`src/rtl/core/bbe_pkg.sv`:
```
// shared types, constants and arithmetic helpers of the 3x3 box blur core
package bbe_pkg;

  localparam int MaxWidthDefault = 1024;

  localparam int FrameWidthW  = 11;
  localparam int FrameHeightW = 16;
  localparam int CfgDataW     = 16;

  localparam logic [FrameWidthW-1:0]  FrameWidthReset  = 11'd640;
  localparam logic [FrameHeightW-1:0] FrameHeightReset = 16'd480;

  localparam int ChanW = 8;
  localparam int SumW  = 12;

  // reciprocals for the divide by 6 and by 9, scaled by 2^RecipShift
  localparam int RecipW     = 14;
  localparam int ProdW      = SumW + RecipW;
  localparam int RecipShift = 16;
  localparam int Recip6     = 10923;
  localparam int Recip9     = 7282;

  // output buffer, a power of two
  localparam int OutDepth = 8;
  localparam int OutCntW  = $clog2(OutDepth + 1);
  localparam int OutPtrW  = $clog2(OutDepth);

  typedef enum logic [0:0] {
    CFG_FRAME_WIDTH  = 1'b0,
    CFG_FRAME_HEIGHT = 1'b1
  } cfg_idx_e;

  typedef enum logic [0:0] {
    OP_PIXEL = 1'b0,
    OP_DRAIN = 1'b1
  } op_e;

  typedef enum logic [1:0] {
    DIV_4,
    DIV_6,
    DIV_9
  } div_e;

  // [2] red, [1] green, [0] blue
  typedef logic [2:0][ChanW-1:0] pixel_t;

  // [column][row], column 2 and row 2 newest
  typedef logic [2:0][2:0][2:0][ChanW-1:0] window_t;

  typedef struct packed {
    pixel_t older;
    pixel_t newer;
  } line_t;

  typedef struct packed {
    logic [ChanW-1:0] red;
    logic [ChanW-1:0] green;
    logic [ChanW-1:0] blue;
    logic             last;
  } result_t;

  typedef struct packed {
    logic    push0;
    logic    push1;
    result_t res0;
    result_t res1;
  } push_t;

  function automatic logic [SumW-1:0] window_sum(window_t win, logic [2:0] col_mask,
                                                 logic [2:0] row_mask, logic [1:0] ch);
    logic [SumW-1:0] acc;
    acc = '0;
    for (int c = 0; c < 3; c++) begin
      for (int r = 0; r < 3; r++) begin
        if (col_mask[c] && row_mask[r]) begin
          acc = acc + SumW'(win[c][r][ch]);
        end
      end
    end
    return acc;
  endfunction

  // (sum + n/2) / n for n of 4, 6 or 9
  function automatic logic [ChanW-1:0] div_round(logic [SumW-1:0] sum, div_e n);
    logic [SumW-1:0]  biased;
    logic [ProdW-1:0] prod;
    logic [ChanW-1:0] q;
    biased = sum;
    prod   = '0;
    q      = '0;
    unique case (n)
      DIV_4: begin
        biased = sum + SumW'(2);
        q      = biased[2 +: ChanW];
      end
      DIV_6: begin
        biased = sum + SumW'(3);
        prod   = ProdW'(biased) * ProdW'(Recip6);
        q      = prod[RecipShift +: ChanW];
      end
      DIV_9: begin
        biased = sum + SumW'(4);
        prod   = ProdW'(biased) * ProdW'(Recip9);
        q      = prod[RecipShift +: ChanW];
      end
      default: begin
        q = '0;
      end
    endcase
    return q;
  endfunction

endpackage

```
`src/rtl/core/bbe_res_if.sv`:
```
// output channel: blurred pixel and end of frame flag
interface bbe_res_if;
  logic                      valid;
  logic                      ready;
  logic [bbe_pkg::ChanW-1:0] out_red;
  logic [bbe_pkg::ChanW-1:0] out_green;
  logic [bbe_pkg::ChanW-1:0] out_blue;
  logic                      frame_last;

  modport source (output valid, output out_red, output out_green, output out_blue,
                  output frame_last, input ready);
  modport sink (input valid, input out_red, input out_green, input out_blue,
                input frame_last, output ready);
endinterface

```
`src/rtl/core/bbe_out_buf.sv`:
```
// output buffer taking up to two words a cycle and sending one while out_o.ready is high
module bbe_out_buf (
  input  logic                          clk_i,
  input  logic                          rst_ni,
  input  bbe_pkg::push_t                push_i,
  bbe_res_if.source                     out_o,
  output logic [bbe_pkg::OutCntW-1:0]   count_o
);
  import bbe_pkg::*;

  result_t              slot_q [OutDepth];
  logic [OutPtrW-1:0]   wr_q, wr_d;
  logic [OutPtrW-1:0]   rd_q, rd_d;
  logic [OutCntW-1:0]   cnt_q, cnt_d;
  logic                 pop;
  result_t              head;

  assign head          = slot_q[rd_q];
  assign out_o.valid      = (cnt_q != '0);
  assign out_o.out_red    = head.red;
  assign out_o.out_green  = head.green;
  assign out_o.out_blue   = head.blue;
  assign out_o.frame_last = head.last;
  assign pop           = out_o.valid && out_o.ready;
  assign count_o       = cnt_q;

  always_comb begin
    wr_d  = wr_q + OutPtrW'(push_i.push0) + OutPtrW'(push_i.push1);
    rd_d  = rd_q + OutPtrW'(pop);
    cnt_d = cnt_q + OutCntW'(push_i.push0) + OutCntW'(push_i.push1) - OutCntW'(pop);
  end

  always_ff @(posedge clk_i) begin
    if (push_i.push0) begin
      slot_q[wr_q] <= push_i.res0;
    end
    if (push_i.push1) begin
      slot_q[wr_q + OutPtrW'(1)] <= push_i.res1;
    end
  end

  always_ff @(posedge clk_i or negedge rst_ni) begin
    if (!rst_ni) begin
      wr_q  <= '0;
      rd_q  <= '0;
      cnt_q <= '0;
    end else begin
      wr_q  <= wr_d;
      rd_q  <= rd_d;
      cnt_q <= cnt_d;
    end
  end

endmodule
```
`src/flat_wrapper.sv`:
```
// flat-port wrapper written by rule: the top's interface ports become plain ports
module bbe_out_buf_flat import bbe_pkg::*;
  (clk_i, rst_ni, push_i, count_o, out_o_valid, out_o_out_red, out_o_out_green, out_o_out_blue, out_o_frame_last, out_o_ready);
  bbe_res_if out_o_i ();
  input  logic clk_i;
  input  logic rst_ni;
  input  bbe_pkg::push_t push_i;
  output logic [bbe_pkg::OutCntW-1:0] count_o;
  output wire logic [$bits(out_o_i.valid)-1:0] out_o_valid;
  output wire logic [$bits(out_o_i.out_red)-1:0] out_o_out_red;
  output wire logic [$bits(out_o_i.out_green)-1:0] out_o_out_green;
  output wire logic [$bits(out_o_i.out_blue)-1:0] out_o_out_blue;
  output wire logic [$bits(out_o_i.frame_last)-1:0] out_o_frame_last;
  input wire logic [$bits(out_o_i.ready)-1:0] out_o_ready;
  assign out_o_valid = out_o_i.valid;
  assign out_o_out_red = out_o_i.out_red;
  assign out_o_out_green = out_o_i.out_green;
  assign out_o_out_blue = out_o_i.out_blue;
  assign out_o_frame_last = out_o_i.frame_last;
  assign out_o_i.ready = out_o_ready;
  bbe_out_buf u_core (.clk_i(clk_i), .rst_ni(rst_ni), .push_i(push_i), .out_o(out_o_i), .count_o(count_o));
endmodule
```
`config.mk`:
```
export PLATFORM = sky130hd
export DESIGN_NAME = bbe_out_buf_flat
export DESIGN_NICKNAME = d
export VERILOG_FILES = /design/src/rtl/core/bbe_pkg.sv /design/src/rtl/core/bbe_res_if.sv /design/src/rtl/core/bbe_out_buf.sv /design/src/flat_wrapper.sv
export SDC_FILE = /design/constraint.sdc
export NUM_CORES = 1
export LEC_CHECK = 0
export CAP_MARGIN = 20
export CORE_ASPECT_RATIO = 1.4
export CORE_MARGIN = 5
export CORE_UTILIZATION = 45
export CTS_BUF_LIST = sky130_fd_sc_hd__clkbuf_8
export DETAILED_ROUTE_END_ITERATION = 6
export DONT_BUFFER_PORTS = 1
export GPL_TIMING_DRIVEN = 0
export SLEW_MARGIN = 40
export SYNTH_ARGS = -nofsm -noshare
export SYNTH_HDL_FRONTEND = slang
export SYNTH_SLANG_ARGS = --single-unit
```
`constraint.sdc`:
```
create_clock -name clk_i -period 3.56 [get_ports clk_i]
set_input_delay 0.356 -clock clk_i [delete_from_list [all_inputs] [get_ports clk_i]]
set_output_delay 0.356 -clock clk_i [all_outputs]
set_load 0.01 [all_outputs]
```
; ---- Word level (Yosys, flattened, before mapping)
; Memory sizes are Yosys's and may differ from the RTL's.
; Cells that the tools add are included.
[word_totals]
ff_bits = 10
ram_bits = 200
inputBits = 55
output_inout_bits = 30
word_cells = 17
memories = 1
[memory_table]
columns = name, words, word_bits, rd, rd_ports_with_merged_regs, write_ports, line_no
row1 = u_core.slot_q, 8, 25, 1, 0, 2, bbe_out_buf.sv:11  ; result_t slot_q [OutDepth];
[classes]
n_addsub = 7
n_mux = 4
reduce_logical = 2
[ops]
columns = cell, n
row1 = 3-bit by 1-bit adder with 3-bit output, 3
row2 = 4-bit by 1-bit adder with 4-bit output, 2
row3 = 1-bit two-way mux, 4
row4 = 4-bit nonzero test, 1
row5 = 4-bit by 1-bit subtractor with 4-bit output, 1
row6 = 3-bit by 1-bit adder with 3-bit output (second input constant), 1
row7 = 1-bit logical AND, 1

; ---- Logic depth before layout (Yosys ltp)
; Gate-level depths: netlist of run 1.
[logic_depth]
ltp_word = 3
ltp_mapped = 10

; ---- Worst setup path before layout of run 1
; Ideal clock, no wire load.
[synth_timing]
path_type = flip-flop to flip-flop
start = reg u_core.wr_q[2]
end = mem u_core.slot_q[0][0] (netlist bit), enable pin
setup_ns = 0.447
t_arrival_ns = 2.593
required_time_ns = 3.113
setup_slack_ns = 0.520
path_stages_with_launch = 3
path_buffers = 0
period_less_slack_ns = 3.040
path_cell_list = dfrtp_1 nand2b_1 o32ai_1
[synth_rtl]
columns = element, line_no
row1 = "start, declared", bbe_out_buf.sv:12  ; logic [OutPtrW-1:0] wr_q, wr_d;
row2 = "start signal, assigned", bbe_out_buf.sv:48  ; wr_q <= wr_d;
row3 = "end, declared", bbe_out_buf.sv:11

==> key figures, run 1 <==
Status
  – Outcome: completed

Logic synthesis
  – Xor/xnor cell area share of the yosys netlist: 0.005000
  – Post-synthesis compound-gate area fraction: 0.006429
  – Cells after Synth: 574
  – Area contributors post-synth: edfxtp_1, mux2_2, mux4_2
  – Mux cell area share after synthesis: 0.3482
  – Synthesized area per cell: 18.31 um2
  – Largest family of logic cells by synthesized area: multiplexers
  – Synth unique cells: 29
  – Cell Area, Synth: 10510 um2
  – Synth Area in Simple Gates: 0.01131
  – Syn nets: 640
  – Top-area cell type share of the netlist area: 0.5714
  – Yosys warnings: 0
  – Adder-Cell Fraction of Synth Area: 0.01524
  – Area leader, netlist: edfxtp_1
  – Sequential area share after synthesis: 0.5952
  – #FFs+latches synth: 210

Floorplan
  – Ports: 85
  – Row count: 66
  – Die Height: 190.8 um
  – Die X: 139.2 um
  – Die area: 26560 um2
  – Starting Density: 0.4545
  – Core Area: 23120 um2

Place
  – Placer congestion estimate: 0.7591
  – DP HPWL: 17310 um
  – DP Cell Count: 897
  – I/O Buffers: 0

Clocking
  – Hold-fix buffers, CTS: 2
  – CTS tree: yes
  – Post-CTS sizing: 0
  – Worst-Skew Late Latency: 520 ps
  – CTS sink count: 210
  – Post-CTS setup buffers: 0
  – CTS Buf Count: 35
  – CTS Root Cell: clkbuf_8
  – Reg clk slew, reported paths: 60 ps
  – Clk buf depth: 3
  – CTS H-tree depth: 2

STA
  – Clk_skew: 7.663 ps
  – Setup violators final: 0
  – Final number of hold-violating endpoints: 0
  – Fin. max-slew vios: 0
  – Tmin final: 3064 ps
  – RSZ-0062 raised after global routing: no
  – Worst-Margin Slew: 895.6 ps
  – Final worst path period share: 0.8606
  – Fmax: 326.4 MHz
  – Slew HR: 0.4030

Cells and area
  – Final-stage net count: 696
  – Area Overhead vs Synth: 12.82%
  – Ant. Diodes: 0
  – Layout cells sized above 1: 0.5686
  – Finished Layout Cells: 955

Setup path
  – Arr. time, crit path: 3280 ps
  – Critical Setup Path Class: reg2reg
  – Setup crit start kind: flip-flop
  – Worst Setup End Kind: flip-flop
  – CP required: 3770 ps
  – RR Endpoint: u_core.slot_q[3][6]
  – R2R Path Start: u_core.wr_q[1]
  – R2R cell count: 6
  – CP max FO: 14
  – CP startpoint: u_core.wr_q[1]
  – Worst Setup EP: u_core.slot_q[3][6]
  – R2r setup slk: 500 ps

Route
  – Detailed Routing Iterations Pass 1: 4
  – First-iteration detailed-routing DRC count: 388
  – DR vias: 5505
  – Routed Antenna Nets: 0
  – DR WL/cell: 26.41 um
  – Drt drc: 0
  – Via-to-Cell Ratio: 5.764
  – Total wire length: 25220 um

Pwr
  – Pleak: 3.939 nW
  – Peak supply drop: 0.0005193 V
  – Total design power: 10.45 mW
  – P per Cell Area: 881.1 nW/um2

Global route
  – Grt total ovfl: 0
  – First-pass GRT wire length: 38050 um
  – Total GRT Usage: 0.1919
  – Largest net degree at the start of global routing: 15
  – Initial antenna violation count: 0
  – Via count of the first global-routing pass: 6210

Run
  – Max capacitance violation total: 0

Worst hold path
  – Hold Crit Class: in2reg
[through the flow]
stage	TNS, ps	hold slack (ps)	util	area [um2]	setup slack, ps
finish	0	51.88	0.5128	11860	496.1
CTS	0	19.80	0.5125	11850	422.3
global route	0	17.15	0.5128	11860	281.9
floorplan	0	60.41	-	10510	519.8
global placement	-184770	60.93	0.4711	10890	-1775
detailed placement	0	60.76	0.4865	11250	459.6
[state kept, by name (all words and copies together) (netlist names)]
register / cells
u_core.slot_q: 200
u_core.count_o: 4
u_core.rd_q: 3
u_core.wr_q: 3
[logic make-up (layout without fill, tap and decap cells)]
family | count (synthesis) | in the layout
AOI/OAI and AO/OA | 10 | 10
xor gates and xnor gates | 6 | 6
adders and majority gates | 11 | 11
buffers and inverters | 42 | 117
DFF | 210 | 210
muxes | 275 | 275
and+or+nand+nor | 20 | 20
[power breakdown]
group | leakage, nW | internal, mW | switching [mW] | total (mW)
registers | 1.95 | 3.81 | 0.226 | 4.04
clock network | 0.336 | 0.946 | 0.929 | 1.88
logic | 1.65 | 2.08 | 2.45 | 4.53
total | 3.94 | 6.84 | 3.60 | 10.4
[worst min path at each step]
stage               start                    to  slack, ps  cells after the start
2_1_floorplan      rst_ni     u_core.count_o[0]         60                      0
6_report       push_i[41]  u_core.slot_q[6][16]         50                      1
3_5_place_dp       rst_ni     u_core.count_o[0]         60                      0
3_3_place_gp       rst_ni     u_core.count_o[0]         60                      0
5_1_grt        push_i[41]  u_core.slot_q[6][16]         20                      1
4_1_cts        push_i[36]  u_core.slot_q[6][11]         20                      1
[cell type report]
cell class	count	area (um2)
multi-input combinational	322	4177
timing repair buffer	19	265.3
sequential	210	6256
inverter	10	37.54
clock buffer	37	509.2
tap	306	382.9
buffer	32	157.7
fill	1906	11260
clock inverter	19	72.57
[critical path, stage by stage, from the launching register on]
cell      delay, ps
dfrtp_1         540
ha_1            300
xor2_1          270
nor3_2          630
buf_2           400
o21bai_4        350
buf_8           260
[cells in the mapped netlist, drive strengths merged]
cell type	instances
nand2	7
ha	8
nand2b	2
nand3	1
nor3b	1
edfxtp	200
nor2	5
nor3	2
xnor2	1
o22ai	2
o21ai	2
and2	1
mux2	225
o21bai	2
o32ai	2
a21o	1
nand3b	1
buf	25
a21oi	1
fa	3
mux4	50
inv	10
clkbuf	7
xor2	5
dfrtp	10
[placed cells by master, fill, tap and decap left out, drive strengths merged, types with 7 or more instances in the layout]
cell	Yosys	final
buf	25	42
ha	8	8
mux4	50	50
nand2	7	7
dfrtp	10	10
clkinv	0	9
clkbuf	7	44
edfxtp	200	200
mux2	225	225
inv	10	20
[layer usage]
layer / vias up / wire (um) / track usage
li1: 2455 / - / -
met1: 2847 / 9367 / 0.2124
met2: 152 / 13880 / 0.3606
met3: 51 / 1395 / 0.04992
met4: 0 / 577 / 0.05761
met5: - / 0 / 0
(Power assumes the default switching activity.)
==> run 2: changes to the inputs <==
- GPL_TIMING_DRIVEN: 0 -> 1
- REMOVE_ABC_BUFFERS: not set -> 1
==> run 2 against run 1 <==
Compared with the run above: sequential power grew 5.4%; count of clock-buffer cells in the layout up 3; sequential share of layout area barely moved; first-iteration DRC count decreased by 28%; critical path depth fell by 1; non-clock buffer count fell by 17; critical path type unchanged; clock skew increased by 6.2 ps; final cell count fell by 1.2%; worst hold slack gained 19 ps; via count up 0.20%.
==> key figures, run 2 (same netlist as run 1, synthesis figures left out) <==
Place
  – DP HPWL: 16140 um (-6.7%)
  – DP Cell Count: 880 (-1.9%)
  – Placer congestion estimate: 0.7834 (+3.2%)
  – I/O Buffers: 0 (unchanged)

Setup path
  – Worst Setup End Kind: flip-flop
  – CP max stage cell: dfrtp_1
  – Critical Setup Path Class: reg2reg
  – Setup crit start kind: flip-flop
  – Worst-path cell chain: ha_1 > nand3b_1 > nor2_4 > buf_4 > mux2_2
  – CP required: 3810 ps (+40 ps)
  – Arr. time, crit path: 3070 ps (-210 ps)
  – Top Family by Delay on Critical Path: simple AND/OR/NAND/NOR gates
  – R2r setup slk: 730 ps (+240 ps)
  – Worst Path Buf+Inv: 1 (-1)
  – CP max stage delay: 690 ps (+60 ps)
  – CP max FO: 11 (-3)

Route
  – First-iteration detailed-routing DRC count: 278 (-28%)
  – Routed Antenna Nets: 0 (unchanged)
  – Total wire length: 25230 um (about the same)
  – DR WL/cell: 26.73 um (+1.2%)
  – DR vias: 5516 (+0.20%)
  – Detailed Routing Iterations Pass 1: 5 (+1)
  – Drt drc: 0 (unchanged)
  – Via-to-Cell Ratio: 5.843 (+1.4%)

STA
  – Final number of hold-violating endpoints: 0 (unchanged)
  – Setup violators final: 0 (unchanged)
  – Fin. max-slew vios: 0 (unchanged)
  – Worst-Margin Slew: 821.6 ps (-73.95 ps)
  – RSZ-0062 raised after global routing: no
  – Final worst path period share: 0.7937 (-0.06695)
  – Clk_skew: 13.83 ps (+6.168 ps)
  – Tmin final: 2826 ps (-238.3 ps)
  – Final TNS setup: 0 ps (unchanged)
  – Slew HR: 0.4523 (+0.04930)
  – Fmax: 353.9 MHz (+8.4%)

Clocking
  – CTS H-tree depth: 2 (unchanged)
  – Reg clk slew, reported paths: 60 ps (about the same)
  – Clk buf depth: 3 (unchanged)
  – Post-CTS setup buffers: 0 (unchanged)
  – CTS tree: yes
  – CTS Buf Count: 34 (-2.9%)
  – Worst-Skew Late Latency: 500 ps (-20 ps)
  – CTS sink count: 210 (unchanged)
  – CTS Root Cell: clkbuf_8

Floorplan
  – Die Height: 190.8 um (unchanged)
  – Core Area: 23120 um2 (unchanged)
  – Die area: 26560 um2 (unchanged)
  – Starting Density: 0.4545 (unchanged)
  – Row count: 66 (unchanged)
  – Ports: 85 (unchanged)
  – Die X: 139.2 um (unchanged)

Worst hold path
  – Hold Crit Class: in2reg

Global route
  – First-pass GRT wire length: 38560 um (+1.4%)
  – Largest net degree at the start of global routing: 27 (+12)
  – Grt total ovfl: 0 (unchanged)
  – Total GRT Usage: 0.1917 (-0.0002552)
  – Initial antenna violation count: 0 (unchanged)
  – Via count of the first global-routing pass: 6202 (-0.13%)

Cells and area
  – Final-stage net count: 678 (-2.6%)
  – Core Util, Final: 0.5137 (+0.0008650)
  – Most common cell after layout, fill and taps aside: mux2_2
  – Footprint of the multi-input gates: 4197 um2 (+0.48%)
  – Most frequent cells in the layout: mux2_2, edfxtp_1, mux4_2
  – Register area: 6261 um2 (about the same)
  – Largest Register: u_core.slot_q
  – Area Overhead vs Synth: 13.01%
  – Finished Layout Cells: 944 (-1.2%)
  – Layout cells sized above 1: 0.5799 (+0.01137)
  – Filler cell count: 1935 (+1.5%)
  – Largest register FFs: 200 (unchanged)
  – Ant. Diodes: 0 (unchanged)

Pwr
  – P per Cell Area: 885.5 nW/um2 (+0.50%)
  – Pleak: 3.940 nW (about the same)
  – Peak supply drop: 0.0004451 V (-14%)

Status
  – Outcome: completed

Run
  – Max capacitance violation total: 0 (unchanged)
run 2: cell types whose count changed in the layout (fill, tap and decap cells not counted), sizes merged:
cell	delta
buf	-10
clkbuf	-4
clkinvlp	+1
inv	+2
run 2: metal layers:
layer | GRT usage | wire, um | up-vias
li1 | - | - | 2419
met3 | 0.05193 | 1581 | 27
met1 | 0.2336 | 9892 | 2914
met4 | 0.04932 | 400 | 0
met2 | 0.3386 | 13360 | 156
met5 | 0 | 0 | -
run 2: metrics by stage:
step | hold WS (ps) | cell area [um2] | worst slack [ps] | total power, mW
3_3_place_gp | 60.70 | 11080 | 849.5 | 8.411
3_5_place_dp | 60.68 | 11220 | 717.8 | 8.710
2_1_floorplan | 60.41 | 10350 | 207.5 | 7.034
5_1_grt | 32.52 | 11880 | 584.6 | 11.06
6_report | 71.15 | 11880 | 734.5 | 10.52
4_1_cts | 36.32 | 11880 | 655.2 | 10.70
run 2: repair_timing:
action	4_1_cts	5_1_grt
hold buffers	2	0
hold endpoints to repair	11	0
resized for setup	0	0
run 2: worst paths after layout:
path	startpoint	to	cells after the start
hold reg to reg	u_core.wr_q[2]	u_core.wr_q[2]	1
setup / recovery	u_core.wr_q[0]	u_core.slot_q[4][16]	5
min in group asynchronous	rst_ni	u_core.count_o[1]	1
setup reg to reg	u_core.wr_q[0]	u_core.slot_q[4][16]	5
max in group asynchronous	rst_ni	u_core.rd_q[0]	1
hold / removal	push_i[31]	u_core.slot_q[2][6]	1
run 2: final cells by class:
| class | instances | share of cell area |
|---|---|---|
| Sequential cell | 210 | 0.5271 |
| Multi-Input combinational cell | 322 | 0.3533 |
| Clock buffer | 40 | 0.04635 |
| Tap cell | 306 | 0.03223 |
| Timing Repair Buffer | 34 | 0.03013 |
| Clock inverter | 22 | 0.007690 |
| Inverter | 10 | 0.003160 |
run 2: report_power, final:
group          internal [mW]  switching (mW)  total (mW)
sequential              3.82           0.441        4.26
clock                   1.02           0.929        1.95
combinational           2.06            2.24        4.30
total                   6.91            3.61        10.5
==> run 3: changes to the inputs <==
- clock period: 3.56 -> 2.6 ns (I/O delays scaled with it)
==> run 3 against run 2 <==
Compared with the run above: worst hold slack got worse by 14 ps; largest cell class unchanged; clock skew rose by 2.4 ps; routed wire length rose by 0.55%; global-route usage barely moved; largest power group unchanged.
==> key figures, run 3 (same netlist as run 1, synthesis figures left out) <==
Setup path
  – Top Family by Delay on Critical Path: buffers and inverters
  – R2r setup slk: 90 ps (-650 ps)
  – CP max stage delay: 560 ps (-130 ps)
  – Worst Path Buf+Inv: 2 (+1)
  – RR Endpoint: u_core.slot_q[3][5]
  – R2R Path Start: u_core.wr_q[0]
  – Setup crit start kind: flip-flop
  – CP max stage cell: dlygate4sd3_1
  – Critical Setup Path Class: reg2reg
  – CP max FO: 8 (-3)
  – Arr. time, crit path: 2750 ps (-320 ps)
  – Worst-path cell chain: ha_2 > nand2_2 > nor3_4 > buf_6 > mux2_2 > dlygate4sd3_1
  – CP required: 2840 ps (-970 ps)
  – R2R cell count: 6 (+1)
  – Worst Setup End Kind: flip-flop

Place
  – I/O Buffers: 0 (unchanged)
  – DP Area: 11340 um2 (+1.1%)
  – Placer congestion estimate: 0.7409 (-5.4%)
  – DP HPWL: 15490 um (-4.0%)
  – Setup WS pre-CTS: 197.0 ps (-520.8 ps)

Route
  – Via-to-Cell Ratio: 5.677 (-2.8%)
  – Detailed Routing Iterations Pass 1: 5 (unchanged)
  – DR WL/cell: 25.07 um (-6.2%)
  – First-iteration detailed-routing DRC count: 377 (+36%)
  – Routed Antenna Nets: 0 (unchanged)
  – DR vias: 5745 (+4.2%)
  – Drt drc: 0 (unchanged)
  – Total wire length: 25370 um (+0.55%)

Worst hold path
  – Worst Hold Depth: 3 (+2)
  – Hold Crit Class: in2reg
  – Endpoint, Worst Hold: u_core.wr_q[0]
  – Hold_sp: push_i[50]

Global route
  – Initial antenna violation count: 1 (+1)
  – Total GRT Usage: 0.1912 (-0.0004206)
  – Via count of the first global-routing pass: 6508 (+4.9%)
  – Grt met3 use: 0.03111 (-0.02082)
  – Grt total ovfl: 0 (unchanged)
  – First-pass GRT wire length: 38670 um (+0.27%)
  – Most Used Layer, Global Route: met2
  – Grt met1 use: 0.2319 (-0.001648)
  – Largest net degree at the start of global routing: 51 (+89%)
  – Met2 usage: 0.3507 (+0.01216)

Pwr
  – Peak supply drop: 0.0009454 V (+110%)
  – P per Cell Area: 1173 nW/um2 (+32%)
  – Pleak: 4.252 nW (+7.9%)
  – Total design power: 14.81 mW (+41%)

Cells and area
  – Filler cell count: 1866 (-3.6%)
  – Layout cells sized above 1: 0.5455 (-0.03448)
  – Largest register FFs: 200 (unchanged)
  – Core Util, Final: 0.5459 (+0.03225)
  – Most frequent cells in the layout: mux2_2, edfxtp_1, dlygate4sd3_1
  – Footprint of the multi-input gates: 4225 um2 (+0.69%)
  – Largest Register: u_core.slot_q
  – Most common cell after layout, fill and taps aside: mux2_2
  – Register area: 6261 um2 (unchanged)
  – Final-stage net count: 746 (+10%)
  – Area Overhead vs Synth: 20.11%
  – Final Instance Area: 12620 um2 (+6.3%)

Clocking
  – Reg clk slew, reported paths: 60 ps (about the same)
  – Worst-Skew Late Latency: 500 ps (about the same)
  – CTS Root Cell: clkbuf_8
  – CTS H-tree depth: 2 (unchanged)
  – Clk buf depth: 3 (unchanged)
  – CTS tree: yes
  – CTS sink count: 210 (unchanged)
  – CTS Buf Count: 35 (+2.9%)

STA
  – Final setup margin: 89.17 ps (-645.3 ps)
  – Fin. max-slew vios: 0 (unchanged)
  – Final number of hold-violating endpoints: 0 (unchanged)
  – Setup violators final: 0 (unchanged)
  – Clk_skew: 16.23 ps (+2.395 ps)
  – Worst-Margin Slew: 677.9 ps (-143.7 ps)
  – Final worst path period share: 0.9657 (+0.1720)
  – Tmin final: 2511 ps (-314.7 ps)
  – RSZ-0062 raised after global routing: no
  – Final TNS setup: 0 ps (unchanged)
  – Slew HR: 0.5464 (+0.09410)
  – Fmax: 398.3 MHz (+13%)

Status
  – Outcome: completed

Floorplan
  – Die X: 139.2 um (unchanged)
  – Die area: 26560 um2 (unchanged)
  – Core Area: 23120 um2 (unchanged)
  – Starting Density: 0.4545 (unchanged)
  – Ports: 85 (unchanged)
  – Die Height: 190.8 um (unchanged)
  – Row count: 66 (unchanged)

Run
  – Max capacitance violation total: 0 (unchanged)
==> run 3: changes by cell type in the layout (fill, tap and decap cells not counted), moves of 2 or more <==
cell	change
dlygate4sd3_1	+57
buf_12	+6
buf_4	+4
buf_6	+3
buf_8	-3
clkinv_1	-2
diode_2	+2
==> run 3: tightest hold or removal path: stages <==
cell,delay [ps]
inv_1,60
fa_1,160
inv_1,40
==> run 3: cell type report <==
| cell class | instances | area share |
|---|---|---|
| well taps | 306 | 0.03033 |
| repair buffers | 101 | 0.08455 |
| clock buffers | 41 | 0.04470 |
| flip-flops and latches | 210 | 0.4960 |
| multi-input cells | 322 | 0.3347 |
| clock inverters | 20 | 0.006344 |
| diodes | 2 | 0.0003965 |
| inverters | 10 | 0.002974 |
==> run 3: stage by stage <==
step	instances	hold slack, ps
floorplan	542	-35.59
global placement	882	-35.29
detailed placement	888	-35.28
CTS	1008	31.07
global route	1011	62.13
finish	1012	56.86
==> run 3: worst max-delay path by stage <==
stage,startpoint,end,slack (ps),cells past startpoint
finish,u_core.wr_q[0],u_core.slot_q[3][5],90,6
global route,u_core.wr_q[0],u_core.slot_q[3][5],0.1,6
CTS,u_core.wr_q[0],u_core.slot_q[2][12],10,6
detailed placement,u_core.count_o[2],u_core.count_o[2],200,9
global placement,u_core.wr_q[0],u_core.slot_q[5][18],190,5
floorplan,u_core.rd_q[0],out_o_frame_last,-660,2
==> run 3: timing repair <==
| item | CTS | global route |
|---|---|---|
| hold buffers | 59 | 0 |
| endpoints found under the setup margin | 0 | 7 |
| resized for setup | 0 | 6 |
| buffers inserted | 0 | 2 |
| hold endpoints to repair | 211 | 0 |
==> run 3: report_power, final <==
group          total [mW]  switching (mW)  internal, mW  leakage (nW)
clock network        2.70            1.28          1.43         0.384
logic                6.52            3.45          3.07          1.92
registers            5.58           0.350          5.23          1.95
total                14.8            5.07          9.73          4.25
==> run 3: routing by layer <==
metal,share of wire,wire length [um]
met1,0.39,9866
met2,0.54,13750
met3,0.047,1195
met4,0.022,561
met5,0,0
